`src/rtl/erol_pkg.sv`:
```
// Shared types and constants for the entry ring offset lookup block.
`default_nettype none

package erol_pkg;

    localparam int LEN_W  = 16;
    localparam int POS_W  = 20;
    localparam int SLOT_IDX_W = 4;

    typedef logic [LEN_W-1:0]      len_t;
    typedef logic [POS_W-1:0]      pos_t;
    typedef logic [SLOT_IDX_W-1:0] slot_idx_t;

    localparam logic MODE_ADD  = 1'b0;
    localparam logic MODE_FIND = 1'b1;

    typedef enum logic [1:0] {
        ST_IDLE,
        ST_WALK,
        ST_EMIT
    } erol_state_t;

endpackage

`default_nettype wire

```
`src/rtl/erol_req_if.sv`:
```
// Request channel interface: mode, entry length and byte position.
`default_nettype none

interface erol_req_if;
    import erol_pkg::*;

    logic valid;
    logic ready;
    logic mode;
    len_t entry_length;
    pos_t byte_position;

    modport source (output valid, output mode, output entry_length, output byte_position,
                    input ready);
    modport sink (input valid, input mode, input entry_length, input byte_position,
                  output ready);
endinterface

`default_nettype wire

```
`src/rtl/erol_rsp_if.sv`:
```
// Response channel interface: lookup and add results.
`default_nettype none

interface erol_rsp_if;
    import erol_pkg::*;

    logic      valid;
    logic      ready;
    logic      found;
    slot_idx_t slot_index;
    len_t      offset_in_entry;
    logic      overwrote;

    modport source (output valid, output found, output slot_index, output offset_in_entry,
                    output overwrote, input ready);
    modport sink (input valid, input found, input slot_index, input offset_in_entry,
                  input overwrote, output ready);
endinterface

`default_nettype wire

```
`src/rtl/entry_ring_offset_lookup.sv`:
```
// Overwriting ring of entry lengths with a byte offset lookup.
//
// The req channel carries one beat per operation. An add beat stores its
// length at the write slot and, once the ring is full, replaces the oldest
// entry. A find beat walks the stored lengths from oldest to newest and
// reports the slot whose byte range holds the offset, plus the offset inside
// that entry. Each req beat yields exactly one rsp beat.
// The lengths live in a synchronous memory read once per cycle, and a find
// visits the stored entries one at a time from oldest to newest. The next
// req beat is taken once the result has moved into the output register.
// The output register holds a finished beat while the receiver stalls; a new
// req beat can be taken and worked on meanwhile, and its result waits until
// the output register is free.
// Reset empties the ring by clearing the slot pointers and the full flag; the
// memory itself is not cleared, since only written entries are ever read.
`default_nettype none

module entry_ring_offset_lookup #(
    parameter int RING_DEPTH = 16
) (
    input  wire logic  clk,
    input  wire logic  rst_n,
    erol_req_if.sink   req,
    erol_rsp_if.source rsp
);
    import erol_pkg::*;

    localparam int SLOT_W = (RING_DEPTH > 1) ? $clog2(RING_DEPTH) : 1;
    localparam int CNT_W  = SLOT_W + 1;
    localparam logic [SLOT_W-1:0] LAST_SLOT = SLOT_W'(RING_DEPTH - 1);
    localparam logic [CNT_W-1:0]  DEPTH_CNT = CNT_W'(RING_DEPTH);

    function automatic logic [SLOT_W-1:0] next_slot(input logic [SLOT_W-1:0] s);
        return (s == LAST_SLOT) ? '0 : s + 1'b1;
    endfunction

    erol_state_t state_reg, state_next;

    logic [SLOT_W-1:0] wr_slot_reg, wr_slot_next;
    logic [SLOT_W-1:0] old_slot_reg, old_slot_next;
    logic              full_reg, full_next;
    logic [SLOT_W-1:0] cur_slot_reg, cur_slot_next;
    logic [CNT_W-1:0]  remain_reg, remain_next;
    pos_t              sum_reg, sum_next;
    pos_t              pos_reg, pos_next;

    logic              res_found_reg, res_found_next;
    logic [SLOT_W-1:0] res_slot_reg, res_slot_next;
    len_t              res_offs_reg, res_offs_next;
    logic              res_over_reg, res_over_next;

    logic              out_valid_reg, out_valid_next;
    logic              out_found_reg, out_found_next;
    slot_idx_t         out_slot_reg, out_slot_next;
    len_t              out_offs_reg, out_offs_next;
    logic              out_over_reg, out_over_next;

    len_t              length_mem [RING_DEPTH];
    len_t              rd_data_reg;
    logic [SLOT_W-1:0] rd_addr;
    logic              mem_we;
    logic [SLOT_W-1:0] mem_waddr;

    logic              accept;
    logic [CNT_W-1:0]  count;
    logic [POS_W:0]    sum_ext;
    logic              hit;
    logic              out_free;

    assign accept   = req.valid && req.ready;
    assign out_free = !out_valid_reg || rsp.ready;
    assign sum_ext  = {1'b0, sum_reg} + (POS_W+1)'(rd_data_reg);
    assign hit      = sum_ext > {1'b0, pos_reg};

    always_comb
    begin
        if (full_reg)
        begin
            count = DEPTH_CNT;
        end
        else if (wr_slot_reg >= old_slot_reg)
        begin
            count = CNT_W'(wr_slot_reg) - CNT_W'(old_slot_reg);
        end
        else
        begin
            count = CNT_W'(wr_slot_reg) + DEPTH_CNT - CNT_W'(old_slot_reg);
        end
    end

    always_ff @(posedge clk)
    begin
        if (mem_we)
        begin
            length_mem[mem_waddr] <= req.entry_length;
        end
        rd_data_reg <= length_mem[rd_addr];
    end

    always_comb
    begin
        state_next = state_reg;
        case (state_reg)
            ST_IDLE:
            begin
                if (req.valid)
                begin
                    if (req.mode == MODE_FIND && count != '0)
                    begin
                        state_next = ST_WALK;
                    end
                    else
                    begin
                        state_next = ST_EMIT;
                    end
                end
            end
            ST_WALK:
            begin
                if (hit || remain_reg == CNT_W'(1))
                begin
                    state_next = ST_EMIT;
                end
            end
            ST_EMIT:
            begin
                if (out_free)
                begin
                    state_next = ST_IDLE;
                end
            end
            default:
            begin
                state_next = ST_IDLE;
            end
        endcase
    end

    always_comb
    begin
        req.ready      = (state_reg == ST_IDLE);
        wr_slot_next   = wr_slot_reg;
        old_slot_next  = old_slot_reg;
        full_next      = full_reg;
        cur_slot_next  = cur_slot_reg;
        remain_next    = remain_reg;
        sum_next       = sum_reg;
        pos_next       = pos_reg;
        res_found_next = res_found_reg;
        res_slot_next  = res_slot_reg;
        res_offs_next  = res_offs_reg;
        res_over_next  = res_over_reg;
        out_valid_next = out_valid_reg && !rsp.ready;
        out_found_next = out_found_reg;
        out_slot_next  = out_slot_reg;
        out_offs_next  = out_offs_reg;
        out_over_next  = out_over_reg;
        rd_addr        = cur_slot_reg;
        mem_we         = 1'b0;
        mem_waddr      = full_reg ? old_slot_reg : wr_slot_reg;

        case (state_reg)
            ST_IDLE:
            begin
                if (accept)
                begin
                    if (req.mode == MODE_ADD)
                    begin
                        mem_we         = 1'b1;
                        res_found_next = 1'b0;
                        res_slot_next  = mem_waddr;
                        res_offs_next  = '0;
                        res_over_next  = full_reg;
                        wr_slot_next   = next_slot(wr_slot_reg);
                        if (full_reg)
                        begin
                            old_slot_next = next_slot(old_slot_reg);
                        end
                        else
                        begin
                            full_next = (next_slot(wr_slot_reg) == old_slot_reg);
                        end
                    end
                    else
                    begin
                        res_found_next = 1'b0;
                        res_slot_next  = '0;
                        res_offs_next  = '0;
                        res_over_next  = 1'b0;
                        pos_next       = req.byte_position;
                        sum_next       = '0;
                        cur_slot_next  = old_slot_reg;
                        remain_next    = count;
                        rd_addr        = old_slot_reg;
                    end
                end
            end
            ST_WALK:
            begin
                if (hit)
                begin
                    res_found_next = 1'b1;
                    res_slot_next  = cur_slot_reg;
                    res_offs_next  = LEN_W'(pos_reg - sum_reg);
                end
                else if (remain_reg != CNT_W'(1))
                begin
                    sum_next      = sum_ext[POS_W-1:0];
                    cur_slot_next = next_slot(cur_slot_reg);
                    remain_next   = remain_reg - 1'b1;
                    rd_addr       = next_slot(cur_slot_reg);
                end
            end
            ST_EMIT:
            begin
                if (out_free)
                begin
                    out_valid_next = 1'b1;
                    out_found_next = res_found_reg;
                    out_slot_next  = SLOT_IDX_W'(res_slot_reg);
                    out_offs_next  = res_offs_reg;
                    out_over_next  = res_over_reg;
                end
            end
            default:
            begin
            end
        endcase
    end

    always_ff @(posedge clk or negedge rst_n)
    begin
        if (!rst_n)
        begin
            state_reg     <= ST_IDLE;
            wr_slot_reg   <= '0;
            old_slot_reg  <= '0;
            full_reg      <= 1'b0;
            remain_reg    <= '0;
            out_valid_reg <= 1'b0;
        end
        else
        begin
            state_reg     <= state_next;
            wr_slot_reg   <= wr_slot_next;
            old_slot_reg  <= old_slot_next;
            full_reg      <= full_next;
            remain_reg    <= remain_next;
            out_valid_reg <= out_valid_next;
        end
    end

    always_ff @(posedge clk)
    begin
        cur_slot_reg  <= cur_slot_next;
        sum_reg       <= sum_next;
        pos_reg       <= pos_next;
        res_found_reg <= res_found_next;
        res_slot_reg  <= res_slot_next;
        res_offs_reg  <= res_offs_next;
        res_over_reg  <= res_over_next;
        out_found_reg <= out_found_next;
        out_slot_reg  <= out_slot_next;
        out_offs_reg  <= out_offs_next;
        out_over_reg  <= out_over_next;
    end

    assign rsp.valid           = out_valid_reg;
    assign rsp.found           = out_found_reg;
    assign rsp.slot_index      = out_slot_reg;
    assign rsp.offset_in_entry = out_offs_reg;
    assign rsp.overwrote       = out_over_reg;

`ifndef NO_ASSERTIONS
    // A full ring always has its write slot on the oldest entry.
    assert property (@(posedge clk) disable iff (!rst_n)
        full_reg |-> wr_slot_reg == old_slot_reg)
        else $error("full ring with write slot away from oldest slot");

    // The oldest slot only moves once the ring has filled.
    assert property (@(posedge clk) disable iff (!rst_n)
        !full_reg |-> old_slot_reg == '0)
        else $error("oldest slot moved before the ring filled");

    // A walk never runs with no entries left to visit.
    assert property (@(posedge clk) disable iff (!rst_n)
        state_reg == ST_WALK |-> remain_reg != '0)
        else $error("walk with no entries left");

    // An accepted add goes straight to the result stage.
    assert property (@(posedge clk) disable iff (!rst_n)
        (req.valid && req.ready && req.mode == MODE_ADD) |=> state_reg == ST_EMIT)
        else $error("add beat did not reach the result stage");
`endif

endmodule

`default_nettype wire

```
`src/flat_wrapper.sv`:
```
// flat-port wrapper written by rule: the top's interface ports become plain ports
module entry_ring_offset_lookup_flat import erol_pkg::*;
#(
    parameter int RING_DEPTH = 16
)
  (clk, rst_n, req_valid, req_mode, req_entry_length, req_byte_position, req_ready, rsp_valid, rsp_found, rsp_slot_index, rsp_offset_in_entry, rsp_overwrote, rsp_ready);
  erol_req_if req_i ();
  erol_rsp_if rsp_i ();
  input  wire logic clk;
  input  wire logic rst_n;
  input wire logic [$bits(req_i.valid)-1:0] req_valid;
  input wire logic [$bits(req_i.mode)-1:0] req_mode;
  input wire logic [$bits(req_i.entry_length)-1:0] req_entry_length;
  input wire logic [$bits(req_i.byte_position)-1:0] req_byte_position;
  output wire logic [$bits(req_i.ready)-1:0] req_ready;
  output wire logic [$bits(rsp_i.valid)-1:0] rsp_valid;
  output wire logic [$bits(rsp_i.found)-1:0] rsp_found;
  output wire logic [$bits(rsp_i.slot_index)-1:0] rsp_slot_index;
  output wire logic [$bits(rsp_i.offset_in_entry)-1:0] rsp_offset_in_entry;
  output wire logic [$bits(rsp_i.overwrote)-1:0] rsp_overwrote;
  input wire logic [$bits(rsp_i.ready)-1:0] rsp_ready;
  assign req_i.valid = req_valid;
  assign req_i.mode = req_mode;
  assign req_i.entry_length = req_entry_length;
  assign req_i.byte_position = req_byte_position;
  assign req_ready = req_i.ready;
  assign rsp_valid = rsp_i.valid;
  assign rsp_found = rsp_i.found;
  assign rsp_slot_index = rsp_i.slot_index;
  assign rsp_offset_in_entry = rsp_i.offset_in_entry;
  assign rsp_overwrote = rsp_i.overwrote;
  assign rsp_i.ready = rsp_ready;
  entry_ring_offset_lookup #(.RING_DEPTH(RING_DEPTH)) u_core (.clk(clk), .rst_n(rst_n), .req(req_i), .rsp(rsp_i));
endmodule
```
`config.mk`:
```
export PLATFORM = sky130hd
export DESIGN_NAME = entry_ring_offset_lookup_flat
export DESIGN_NICKNAME = d
export VERILOG_FILES = /design/src/rtl/erol_pkg.sv /design/src/rtl/erol_req_if.sv /design/src/rtl/erol_rsp_if.sv /design/src/rtl/entry_ring_offset_lookup.sv /design/src/flat_wrapper.sv
export SDC_FILE = /design/constraint.sdc
export NUM_CORES = 1
export LEC_CHECK = 0
export ABC_CLOCK_PERIOD_IN_PS = 5000
export BUFFER_PORTS_ARGS = -buffer_cell sky130_fd_sc_hd__clkbuf_2
export CELL_PAD_IN_SITES_DETAIL_PLACEMENT = 1
export CELL_PAD_IN_SITES_GLOBAL_PLACEMENT = 1
export CORE_UTILIZATION = 45
export CTS_CLUSTER_DIAMETER = 60
export CTS_CLUSTER_SIZE = 8
export DETAILED_ROUTE_END_ITERATION = 6
export PLACE_DENSITY_LB_ADDON = 0.12
export SLEW_MARGIN = 20
export SYNTH_ARGS = -nofsm -noshare
export SYNTH_HDL_FRONTEND = slang
export SYNTH_SLANG_ARGS = --single-unit
```
`constraint.sdc`:
```
create_clock -name clk -period 5 [get_ports clk]
set_input_delay 1.5 -clock clk [delete_from_list [all_inputs] [get_ports clk]]
set_output_delay 1.5 -clock clk [all_outputs]
set_load 0.05 [all_outputs]
```
Word level (Yosys, flattened, before mapping)
Memories as Yosys holds them, arrays and structs flattened. A register that Yosys moved wholly into a read port is not among the register bits.
Index checks and enable logic that the tools add are counted.
{"block": "word_totals", "inputBits": 41, "mem_count": 1, "ramBits": 256, "reg_bits": 105, "out_inout_bits": 24}
{"block": "classes", "n_eq_ne": 16, "bitwise_logic": 1, "muxes": 44, "n_lt_le_gt_ge": 2, "n_reduce_logical": 18, "addsub": 9}
{"name": "u_core.length_mem", "depth": 16, "width": 16, "rd": 1, "rd_clocked_by_memory_dff": 1, "write_ports": 1, "line": "entry_ring_offset_lookup.sv:58", "text": "len_t length_mem [RING_DEPTH];"}
{"op": "20-bit 2-to-1 mux", "n": 4}
{"op": "4-bit 2-to-1 mux", "n": 11}
{"op": "20-bit one-hot mux with 2 select lines", "n": 1}
{"op": "16-bit 2-to-1 mux", "n": 2}
{"op": "16-bit one-hot mux with 2 select lines", "n": 1}
{"op": "5-bit 2-to-1 mux", "n": 6}
{"op": "20-bit by 16-bit adder with 21-bit output", "n": 1}
{"op": "21-bit by 20-bit greater-than comparator with 1-bit output", "n": 1}
{"op": "4-bit one-hot mux with 2 select lines", "n": 2}
{"op": "16-bit subtractor", "n": 1}
{"op": "4-bit by 1-bit adder with 4-bit output (second input constant)", "n": 3}
{"op": "4-bit equality test (second input constant)", "n": 3}
{"op": "3-bit AND reduction", "n": 4}
{"op": "1-bit 2-to-1 mux", "n": 10}
{"op": "5-bit one-hot mux with 2 select lines", "n": 1}
{"op": "2-bit 2-to-1 mux", "n": 4}
{"op": "2-bit by 1-bit != test with 1-bit output (second input constant)", "n": 4}
{"op": "2-bit != test (second input constant)", "n": 4}
{"op": "2-bit one-hot mux with 3 select lines", "n": 1}
{"op": "4-bit by 5-bit adder with 5-bit output (second input constant)", "n": 1}
{"op": "5-bit by 1-bit equality test with 1-bit output (second input constant)", "n": 1}
{"op": "5-bit by 1-bit != test with 1-bit output (second input constant)", "n": 1}
{"op": "5-bit AND reduction", "n": 1}
{"op": "5-bit nonzero test", "n": 1}
{"op": "other kinds (16)", "n": 21}

Longest topological paths before layout
Gate-level depths: netlist of the first run.
{"block": "depth", "depth_word": 9, "ltp_mapped": 24, "depth_no_buf": 22}

Least setup slack after synthesis of the first run
OpenSTA, ideal clock, no wires.
{"block": "synth_timing", "kind": "reg-to-reg", "startpoint": "register u_core.sum_reg[1]", "endpoint": "register u_core.res_found_reg (enable)", "stages_incl_launch_ff": 18, "path_buffers": 0, "arrival_ns": 4.991, "slack_ns": -0.419, "setup_time_ns": 0.428, "cell_sequence": "edfxtp_1 -> ha_1 -> a21o_1 -> a21oi_1 -> o21bai_1 -> a21oi_1 -> o21bai_1 -> a41oi_1 -> a21oi_1 -> a31oi_1 -> xnor2_1 -> ha_1 -> nand4_1 -> nor4_1 -> o21ai_1 -> o211a_2 -> o21a_2 -> o21ai_0"}
{"block": "synth_between", "elab_chain_cells": 4}
{"element": "start, declared", "line": "entry_ring_offset_lookup.sv:44", "text": "pos_t sum_reg, sum_next;"}
{"element": "start signal, assigned", "line": "entry_ring_offset_lookup.sv:256", "text": "sum_reg <= sum_next;"}
{"element": "20-bit by 16-bit adder with 21-bit output", "line": "entry_ring_offset_lookup.sv:72", "text": "assign sum_ext = {1'b0, sum_reg} + (POS_W+1)'(rd_data_reg);"}
{"element": "named net u_core.sum_ext[15]", "line": "entry_ring_offset_lookup.sv:66", "text": "logic [POS_W:0] sum_ext;"}
{"element": "21-bit by 20-bit greater-than comparator with 1-bit output", "line": "entry_ring_offset_lookup.sv:73", "text": "assign hit = sum_ext > {1'b0, pos_reg};"}
{"element": "2-bit by 1-bit != test with 1-bit output (no source line)"}
{"element": "3-bit AND reduction (no source line)"}
{"element": "end signal, assigned", "line": "entry_ring_offset_lookup.sv:258", "text": "res_found_reg <= res_found_next;"}
{"element": "end, declared", "line": "entry_ring_offset_lookup.sv:47", "text": "logic res_found_reg, res_found_next;"}
The timed path passes the listed nets, and every way through them passes these cells.
A chain may end at the register's enable or synchronous reset.

Worst setup path after layout of the first run
{"block": "layout_timing", "startpoint": "register u_core.sum_reg[0]", "endpoint": "register u_core.rd_data_reg[3], read port of u_core.length_mem"}
{"block": "layout_between", "elab_chain_cells": 4}
{"element": "20-bit by 16-bit adder with 21-bit output", "line": "entry_ring_offset_lookup.sv:72"}
{"element": "named net u_core.sum_ext[12]", "line": "entry_ring_offset_lookup.sv:66"}
{"element": "21-bit by 20-bit greater-than comparator with 1-bit output", "line": "entry_ring_offset_lookup.sv:73"}
{"element": "4-bit 2-to-1 mux"}
{"element": "4-bit one-hot mux with 2 select lines", "line": "entry_ring_offset_lookup.sv:162", "text": "case (state_reg)"}
{"element": "end, declared", "line": "entry_ring_offset_lookup.sv:59", "text": "len_t rd_data_reg;"}
The timed path passes the listed nets, and every way through them passes these cells.

==> implementation parameters, run 1 <==
Parameter                              Value

Clock tree
  Reg clk slew, reported paths ... 50 ps
  Sinks on the clock net ... 377
  Max H-tree Level ... 2
  Max Root-Sink Buffers ... 3
  Clock latency at the later pin of the worst-skew pair ... roughly 600 ps
  CTS tree ... yes
  Root Buffer ... sky130_fd_sc_hd__clkbuf_16
  Number of CTS-inserted buffers ... 54

Worst setup path
  Setup crit start kind ... register
  Arrival time of the worst setup path ... 5550 ps
  Highest-delay cell along the critical path ... sky130_fd_sc_hd__a221o_4
  CP endpoint kind ... register
  Path type of the worst setup path ... reg -> reg
  Reg2Reg Launch Point ... u_core.sum_reg[0]
  Start point of the critical path ... u_core.sum_reg[0]
  Depth of the worst register-to-register path ... 25
  Worst reg2reg setup slack ... -60 ps
  Stage delay of the slowest cell on the critical path ... 450 ps
  Required time of the worst setup path ... 5490 ps
  Crit path max fanout ... 8
  RR Endpoint ... u_core.rd_data_reg[3]

Floorplanning
  Die Y-Extent ... 195.0 um
  Die Span X ... 195.0 um
  Cell row count ... 70
  Core area ... 36610 sq um
  Count of boundary I/O pins ... 65
  Die ar. ... 38020 sq um
  Initial cell density of the core ... about 46%

Run status
  Violated checks ... negative setup slack
  Run status ... finished, violations left

Timing
  Max frequency ... 197.6 MHz
  Final TNS setup ... -317.2 ps
  Minimum setup slack in the final design ... -61.84 ps
  Final critical-path share of the clock period ... 101.2%
  Unrepaired setup endpoints after global routing ... yes
  Number of slew-limit violations in the final report ... 0
  Final count of negative-setup-slack endpoints ... 11
  Shortest clock period the worst path allows after layout ... 5062 ps
  Clock skew after layout ... 29.57 ps
  Remaining max-slew budget at the tightest pin ... between 40% and 50%
  Final Hold Viols ... 0
  Slew at the pin closest to its max-slew limit ... 866.5 ps

Yosys
  Main combinational cell family by area after synthesis ... simple AND/OR/NAND/NOR gates
  Syn Nets ... about 1300
  Number of storage elements in the synthesis netlist ... 377
  EDFF count, synth ... 340
  Simple-Gate Fraction of Synth Area ... 9.988%
  Dominant synthesized flop cell ... sky130_fd_sc_hd__edfxtp_1
  Mean area per synthesized cell ... 13.55 sq um
  Number of warning messages in the yosys log ... 0
  Post-synthesis mux area share ... ~4.7%
  Proportion of synthesized chip area in sequential cells ... between 60% and 70%
  Number of library cell types mapped by synthesis ... 76
  Combined area of all synthesized cells ... 16760 sq um
  Synthesized-area fraction occupied by ao, oa, aoi and oai cells ... 9.928%
  Async set-or-reset flop fraction in the synthesized netlist ... 4.509%
  Post-synthesis xor/xnor area fraction ... approximately 1.7%
  Post-synthesis adder-cell area fraction ... around 4.8%
  Instance count of the mapped netlist ... 1237

Power and ir drop
  Pwr Density ... 734.1 nW/um^2
  Worst voltage drop across the vdd grid ... 323.2 uV
  Leakage power ... between 7 and 8 nW

Layout
  P&R area growth vs syn ... 22.30%
  Fill cell total of the finished layout ... 3584
  Finished Layout Cells ... 1919
  Leading cell type in the layout, fill and taps excluded ... sky130_fd_sc_hd__edfxtp_1
  Max FFs per register ... around 260
  Leading cell types in the layout, fill and taps excluded ... sky130_fd_sc_hd__edfxtp_1 (340), sky130_fd_sc_hd__nand2_1 (168), sky130_fd_sc_hd__buf_4 (74)
  Layout Nets ... about 1500
  Layout cell share with drive strength beyond 1 ... between 20% and 30%

GRT
  Vias in the first global route ... 11390
  First-pass GRT wire length ... 67.48 mm
  Total grt overflow ... 0
  Number of antenna violations at the first check in global routing ... 1
  Pin count of the biggest net entering global routing ... 48
  Global-route usage over all layers ... about a quarter

Routing
  Iteration-0 DRC count of the detailed router ... 646
  DRC errors left ... 0
  Total length of routed wires ... 44.25 mm
  Post-DR vias/cell ... around 5.6
  Number of iterations in the first detailed-routing pass ... 5
  Number of routed nets with antenna violations ... 0
  Routed wire length per instance ... about 23 um
  Via count ... between 10000 and 15000

Placement
  GPL Wtd Cong ... 0.8354
  Count of input and output buffers ... 64
  Inst Count DP ... 1789
  Detailed-placement wirelength estimate ... around 27 mm

Worst hold path
  Class of the worst hold path ... reg -> reg
  Hold EP ... u_core.rsp.found
  WHS Path Cells ... 0
  Hold Crit Start ... u_core.res_found_reg

Job
  Reported max-cap violation count ... 0
==> logic make-up (layout without fill, tap and decap cells) <==
| kind of cell | after synthesis | count (layout) |
|---|---|---|
| other cells | 0 | 1 |
| fa+ha+maj | 63 | 63 |
| simple gates | 349 | 349 |
| flops | 377 | 377 |
| buf+inv | 118 | 331 |
| compound gates | 219 | 219 |
| xor+xnor | 33 | 33 |
| mux | 78 | 78 |
==> how the worst max path moves through the flow <==
stage	end	slack, ps
CTS	u_core.rd_data_reg[15]	-60
floorplan	u_core.res_found_reg	150
global route	u_core.rd_data_reg[3]	-250
finish	u_core.rd_data_reg[3]	-60
global placement	u_core.rd_data_reg[1]	-210
detailed placement	u_core.rd_data_reg[1]	-280
==> per-stage QoR <==
step / hold slack (ps) / total power, mW / instance area [sq um] / setup slack [ps] / util, %
6_report: 416.2 / 15.05 / 20500 / -61.84 / 55.99
5_1_grt: 422.0 / 15.89 / 20500 / -254.5 / 55.98
4_1_cts: 418.2 / 15.00 / 20360 / -58.54 / 55.62
3_5_place_dp: 406.3 / 10.80 / 18250 / -280.6 / 49.84
3_3_place_gp: 400.7 / 10.63 / 18250 / -207.5 / 49.84
2_1_floorplan: 400.3 / 8.512 / 16760 / 152.1 / -
==> critical path: cells and delay by family, from the launching register on <==
kind / cells / cell delay [ps]
and+or+nand+nor: 7 / 1270
adders and majority gates: 3 / 910
AOI/OAI and AO/OA: 8 / 1420
xor gates and xnor gates: 1 / 150
DFF: 1 / 360
buffers and inverters: 6 / 840
==> cell type report <==
type | instances | area [sq um] | share of cell area, %
clock buffer | 94 | 1501 | 7.325
timing repair buffer | 165 | 1410 | 6.879
antenna | 1 | 2.502 | 0.01221
sequential | 377 | 11040 | 53.84
clock inverter | 5 | 125.1 | 0.6104
inverter | 67 | 256.5 | 1.251
multi-input combinational | 742 | 5582 | 27.23
tap | 468 | 585.6 | 2.857
==> Yosys cell counts, types with 10 or more instances <==
| cell type | n | share of area [%] |
|---|---|---|
| sky130_fd_sc_hd__mux2i_1 | 71 | 4.2 |
| sky130_fd_sc_hd__nand2_1 | 169 | 3.8 |
| sky130_fd_sc_hd__dfxtp_1 | 20 | 2.4 |
| sky130_fd_sc_hd__a21oi_1 | 44 | 1.3 |
| sky130_fd_sc_hd__nand3_1 | 11 | 0.33 |
| sky130_fd_sc_hd__ha_1 | 60 | 4.5 |
| sky130_fd_sc_hd__edfxtp_1 | 340 | 61 |
| sky130_fd_sc_hd__a32oi_1 | 66 | 3.4 |
| sky130_fd_sc_hd__nand2b_1 | 14 | 0.52 |
| sky130_fd_sc_hd__dfrtp_1 | 17 | 2.5 |
| sky130_fd_sc_hd__nor3_1 | 14 | 0.42 |
| sky130_fd_sc_hd__inv_1 | 64 | 1.4 |
| sky130_fd_sc_hd__xnor2_1 | 26 | 1.4 |
| sky130_fd_sc_hd__buf_2 | 19 | 0.57 |
| sky130_fd_sc_hd__clkbuf_1 | 25 | 0.56 |
| sky130_fd_sc_hd__a21o_1 | 10 | 0.45 |
| sky130_fd_sc_hd__nor2_1 | 69 | 1.5 |
| sky130_fd_sc_hd__and4_1 | 16 | 0.84 |
| sky130_fd_sc_hd__and2_1 | 20 | 0.75 |
| sky130_fd_sc_hd__o21ai_0 | 29 | 0.87 |
==> repair_timing <==
action                                  CTS  global route
gates resized for setup                  50            13
pin swaps                                55            11
hold endpoints to repair                  0             0
setup buffers                            24             3
endpoints found under the setup margin   16            16
hold buffers                              0             0
cloned                                    2             1
==> power by group <==
| part | internal [mW] | switching (mW) |
|---|---|---|
| Clock | 2.12 | 1.35 |
| Sequential | 4.03 | 0.375 |
| Combinational | 3.09 | 4.07 |
| Total | 9.25 | 5.80 |
==> routing by layer <==
| layer | track usage [%] | share of wire, % | wire, um |
|---|---|---|---|
| met1 | 30.17 | 43 | 19140 |
| met3 | 4.128 | 4.6 | 2033 |
| met2 | 40.44 | 49 | 21780 |
| met4 | 8.924 | 2.9 | 1281 |
| met5 | 0 | 0.032 | 14 |
Power figures use the tool's default switching activity.
==> run 2: changes to the inputs <==
- ABC_AREA: default -> 1
==> implementation parameters, run 2 <==
Parameter                              Value

Yosys
  Combined area of all synthesized cells ... between 15000 and 20000 sq um
  Number of storage elements in the synthesis netlist ... 377
  Number of warning messages in the yosys log ... 0
  Share of Yosys cell area claimed by the top area cell type ... a little under three fifths
  Dominant synthesized flop cell ... sky130_fd_sc_hd__edfxtp_1
  Number of library cell types mapped by synthesis ... 47
  Leading area contributor after synthesis ... sky130_fd_sc_hd__edfxtp_1
  Top cells by area, synth ... sky130_fd_sc_hd__edfxtp_1 (56%), sky130_fd_sc_hd__nand3_1 (8.8%), sky130_fd_sc_hd__inv_1 (6.6%)
  Cell types with the highest counts after synthesis ... sky130_fd_sc_hd__edfxtp_1 (340), sky130_fd_sc_hd__nand3_1 (320), sky130_fd_sc_hd__inv_1 (319), sky130_fd_sc_hd__nand2_1 (268), sky130_fd_sc_hd__nor2_1 (79)
  Leading cell type by number of instances after synthesis ... sky130_fd_sc_hd__edfxtp_1
  Instance count of the mapped netlist ... 1780
  Async set-or-reset flop fraction in the synthesized netlist ... 4.509%
  Mean area per synthesized cell ... approximately 10 sq um
  EDFF count, synth ... 340
  Syn Nets ... 1884
  Proportion of synthesized chip area in sequential cells ... about three fifths

Timing
  Remaining max-slew budget at the tightest pin ... roughly a quarter
  Minimum setup slack in the final design ... 272.0 ps
  Shortest clock period the worst path allows after layout ... about 4700 ps
  Number of slew-limit violations in the final report ... 0
  Fin Hold WS ... 415.5 ps
  Final critical-path share of the clock period ... 94.56%
  Final Hold Viols ... 0
  Final count of negative-setup-slack endpoints ... 0
  Max frequency ... about 210 MHz
  Slew at the pin closest to its max-slew limit ... 1115 ps
  Clock skew after layout ... 15.00 ps

Job
  Reported max-cap violation count ... 0

GRT
  Vias in the first global route ... 13670
  Total grt overflow ... 0
  Pin count of the biggest net entering global routing ... 88
  Global-route usage over all layers ... roughly a quarter
  Number of antenna violations at the first check in global routing ... 2
  First-pass GRT wire length ... 77.10 mm

Layout
  Area occupied by multi-input gates ... ~5600 sq um
  Leading cell types in the layout, fill and taps excluded ... sky130_fd_sc_hd__edfxtp_1 (340), sky130_fd_sc_hd__inv_1 (319), sky130_fd_sc_hd__nand3_1 (319)
  Max FFs per register ... 256
  Layout cell share with drive strength beyond 1 ... between 10% and 20%
  P&R area growth vs syn ... 17.69%
  Leading cell type in the layout, fill and taps excluded ... sky130_fd_sc_hd__edfxtp_1
  N_diodes ... 0
  Storage element area ... 11040 sq um
  Core Util, Final ... between 50% and 60%
  Fill cell total of the finished layout ... 4385
  Layout Nets ... 1998

Power and ir drop
  Worst voltage drop across the vdd grid ... ~530 uV
  Pwr Density ... between 700 and 800 nW/um^2
  Leakage power ... 9.176 nW

Clock tree
  Clock latency at the later pin of the worst-skew pair ... 590 ps
  Reg clk slew, reported paths ... ~50 ps
  Max Root-Sink Buffers ... 3
  Sinks on the clock net ... 377
  CTS tree ... yes
  Post-CTS Hold Buffers ... 0
  Max H-tree Level ... 2
  Number of CTS-inserted buffers ... 53
  Root Buffer ... sky130_fd_sc_hd__clkbuf_16

Placement
  Detailed-placement wirelength estimate ... just over 30 mm
  GPL Wtd Cong ... roughly 0.87
  Count of input and output buffers ... 64
  Worst slack at placement ... -21.97 ps

Worst setup path
  Stage delay of the slowest cell on the critical path ... 460 ps
  Arrival time of the worst setup path ... 5200 ps
  Start point of the critical path ... u_core.rd_data_reg[0]
  Reg2Reg Launch Point ... u_core.rd_data_reg[0]
  Setup crit start kind ... register
  Crit path max fanout ... 8
  CP endpoint kind ... register
  Highest-delay cell along the critical path ... sky130_fd_sc_hd__fa_1
  Required time of the worst setup path ... 5470 ps
  Path type of the worst setup path ... reg -> reg

Floorplanning
  Initial cell density of the core ... 45.60%
  Count of boundary I/O pins ... 65
  Die Span X ... 202.7 um
  Die ar. ... 41070 sq um
  Die Y-Extent ... 202.7 um
  Core area ... just under 40000 sq um
  Cell row count ... 73

Worst hold path
  Class of the worst hold path ... reg -> reg
  Hold Crit Start ... u_core.res_offs_reg[15]

Run status
  Run status ... finished, final reports clean

Routing
  Iteration-0 DRC count of the detailed router ... a little under 800
  Via count ... 13240
  Met2 wire length ... approximately 25 mm
  DRC errors left ... 0
  Metal1 wirelength ... about 22 mm
  Number of routed nets with antenna violations ... 0
  Number of iterations in the first detailed-routing pass ... 5
  Uppermost layer routed ... met5
  Routed wire length per instance ... 20.93 um
  Total length of routed wires ... between 50 and 60 mm
  Routed wire length on met3 ... ~2.4 mm
  Post-DR vias/cell ... 5.379
[run 2: power by group]
part	internal [mW]	switching [mW]
clock	2.01	1.33
combinational	3.04	5.43
sequential	4.01	0.291
[run 2: per-layer routing]
metal	track usage [%]	vias up
met5	0	-
met4	7.385	4
met3	3.291	97
met2	42.17	306
met1	32.26	6598
li1	-	6233
[run 2: critical path: cells and delay by family, from the launching register on]
kind | cells | cell delay (ps)
compound gates | 4 | 520
xor+xnor | 1 | 220
fa+ha+maj | 3 | 950
buf+inv | 5 | 620
flops | 1 | 390
simple gates | 17 | 1910
[run 2: kinds of logic (layout without fill, tap and decap cells)]
kind of cell / after synthesis / in the layout / synth area share [%]
simple gates: 767 / 768 / 20.01
fa+ha+maj: 63 / 63 / 4.475
compound gates: 149 / 149 / 4.593
buf+inv: 402 / 557 / 8.943
xor+xnor: 22 / 22 / 1.064
flops: 377 / 377 / 60.91
[run 2: final cells by class]
cell class | instances | share of cell area (%)
Sequential cell | 377 | 51.77
Clock inverter | 2 | 0.2171
Timing Repair Buffer | 131 | 5.827
Inverter | 329 | 5.792
Multi-Input combinational cell | 1002 | 26.25
Tap cell | 525 | 3.081
Clock buffer | 95 | 7.059
[run 2: metrics by stage]
| stage | cells | area, sq um | power, mW | setup TNS, ps |
|---|---|---|---|---|
| after CTS | 2440 | 20870 | 15.36 | 0 |
| after detailed placement | 2340 | 19230 | 11.72 | -43.08 |
| after global routing | 2461 | 21320 | 17.19 | -211.1 |
| after global placement | 2340 | 19230 | 11.49 | 0 |
| after floorplan | 1780 | 18120 | 9.441 | 0 |
| final | 2461 | 21320 | 16.12 | 0 |
[run 2: path summary, 6_finish.rpt]
kind	to	slack [ps]	cells past startpoint
max	u_core.rd_data_reg[1]	270	30
min	u_core.rsp.offset_in_entry[15]	420	0
max reg2reg	u_core.rd_data_reg[1]	270	30
min reg2reg	u_core.rsp.offset_in_entry[15]	420	0
max in group asynchronous	u_core.state_reg[1]	3790	1
min in group asynchronous	u_core.wr_slot_reg[1]	870	1
[run 2: repair_timing]
item | 4_1_cts | 5_1_grt
pin swaps | 2 | 7
buffers inserted | 1 | 7
gates resized for setup | 4 | 17
cloned | 2 | 14
endpoints found under the setup margin | 6 | 16
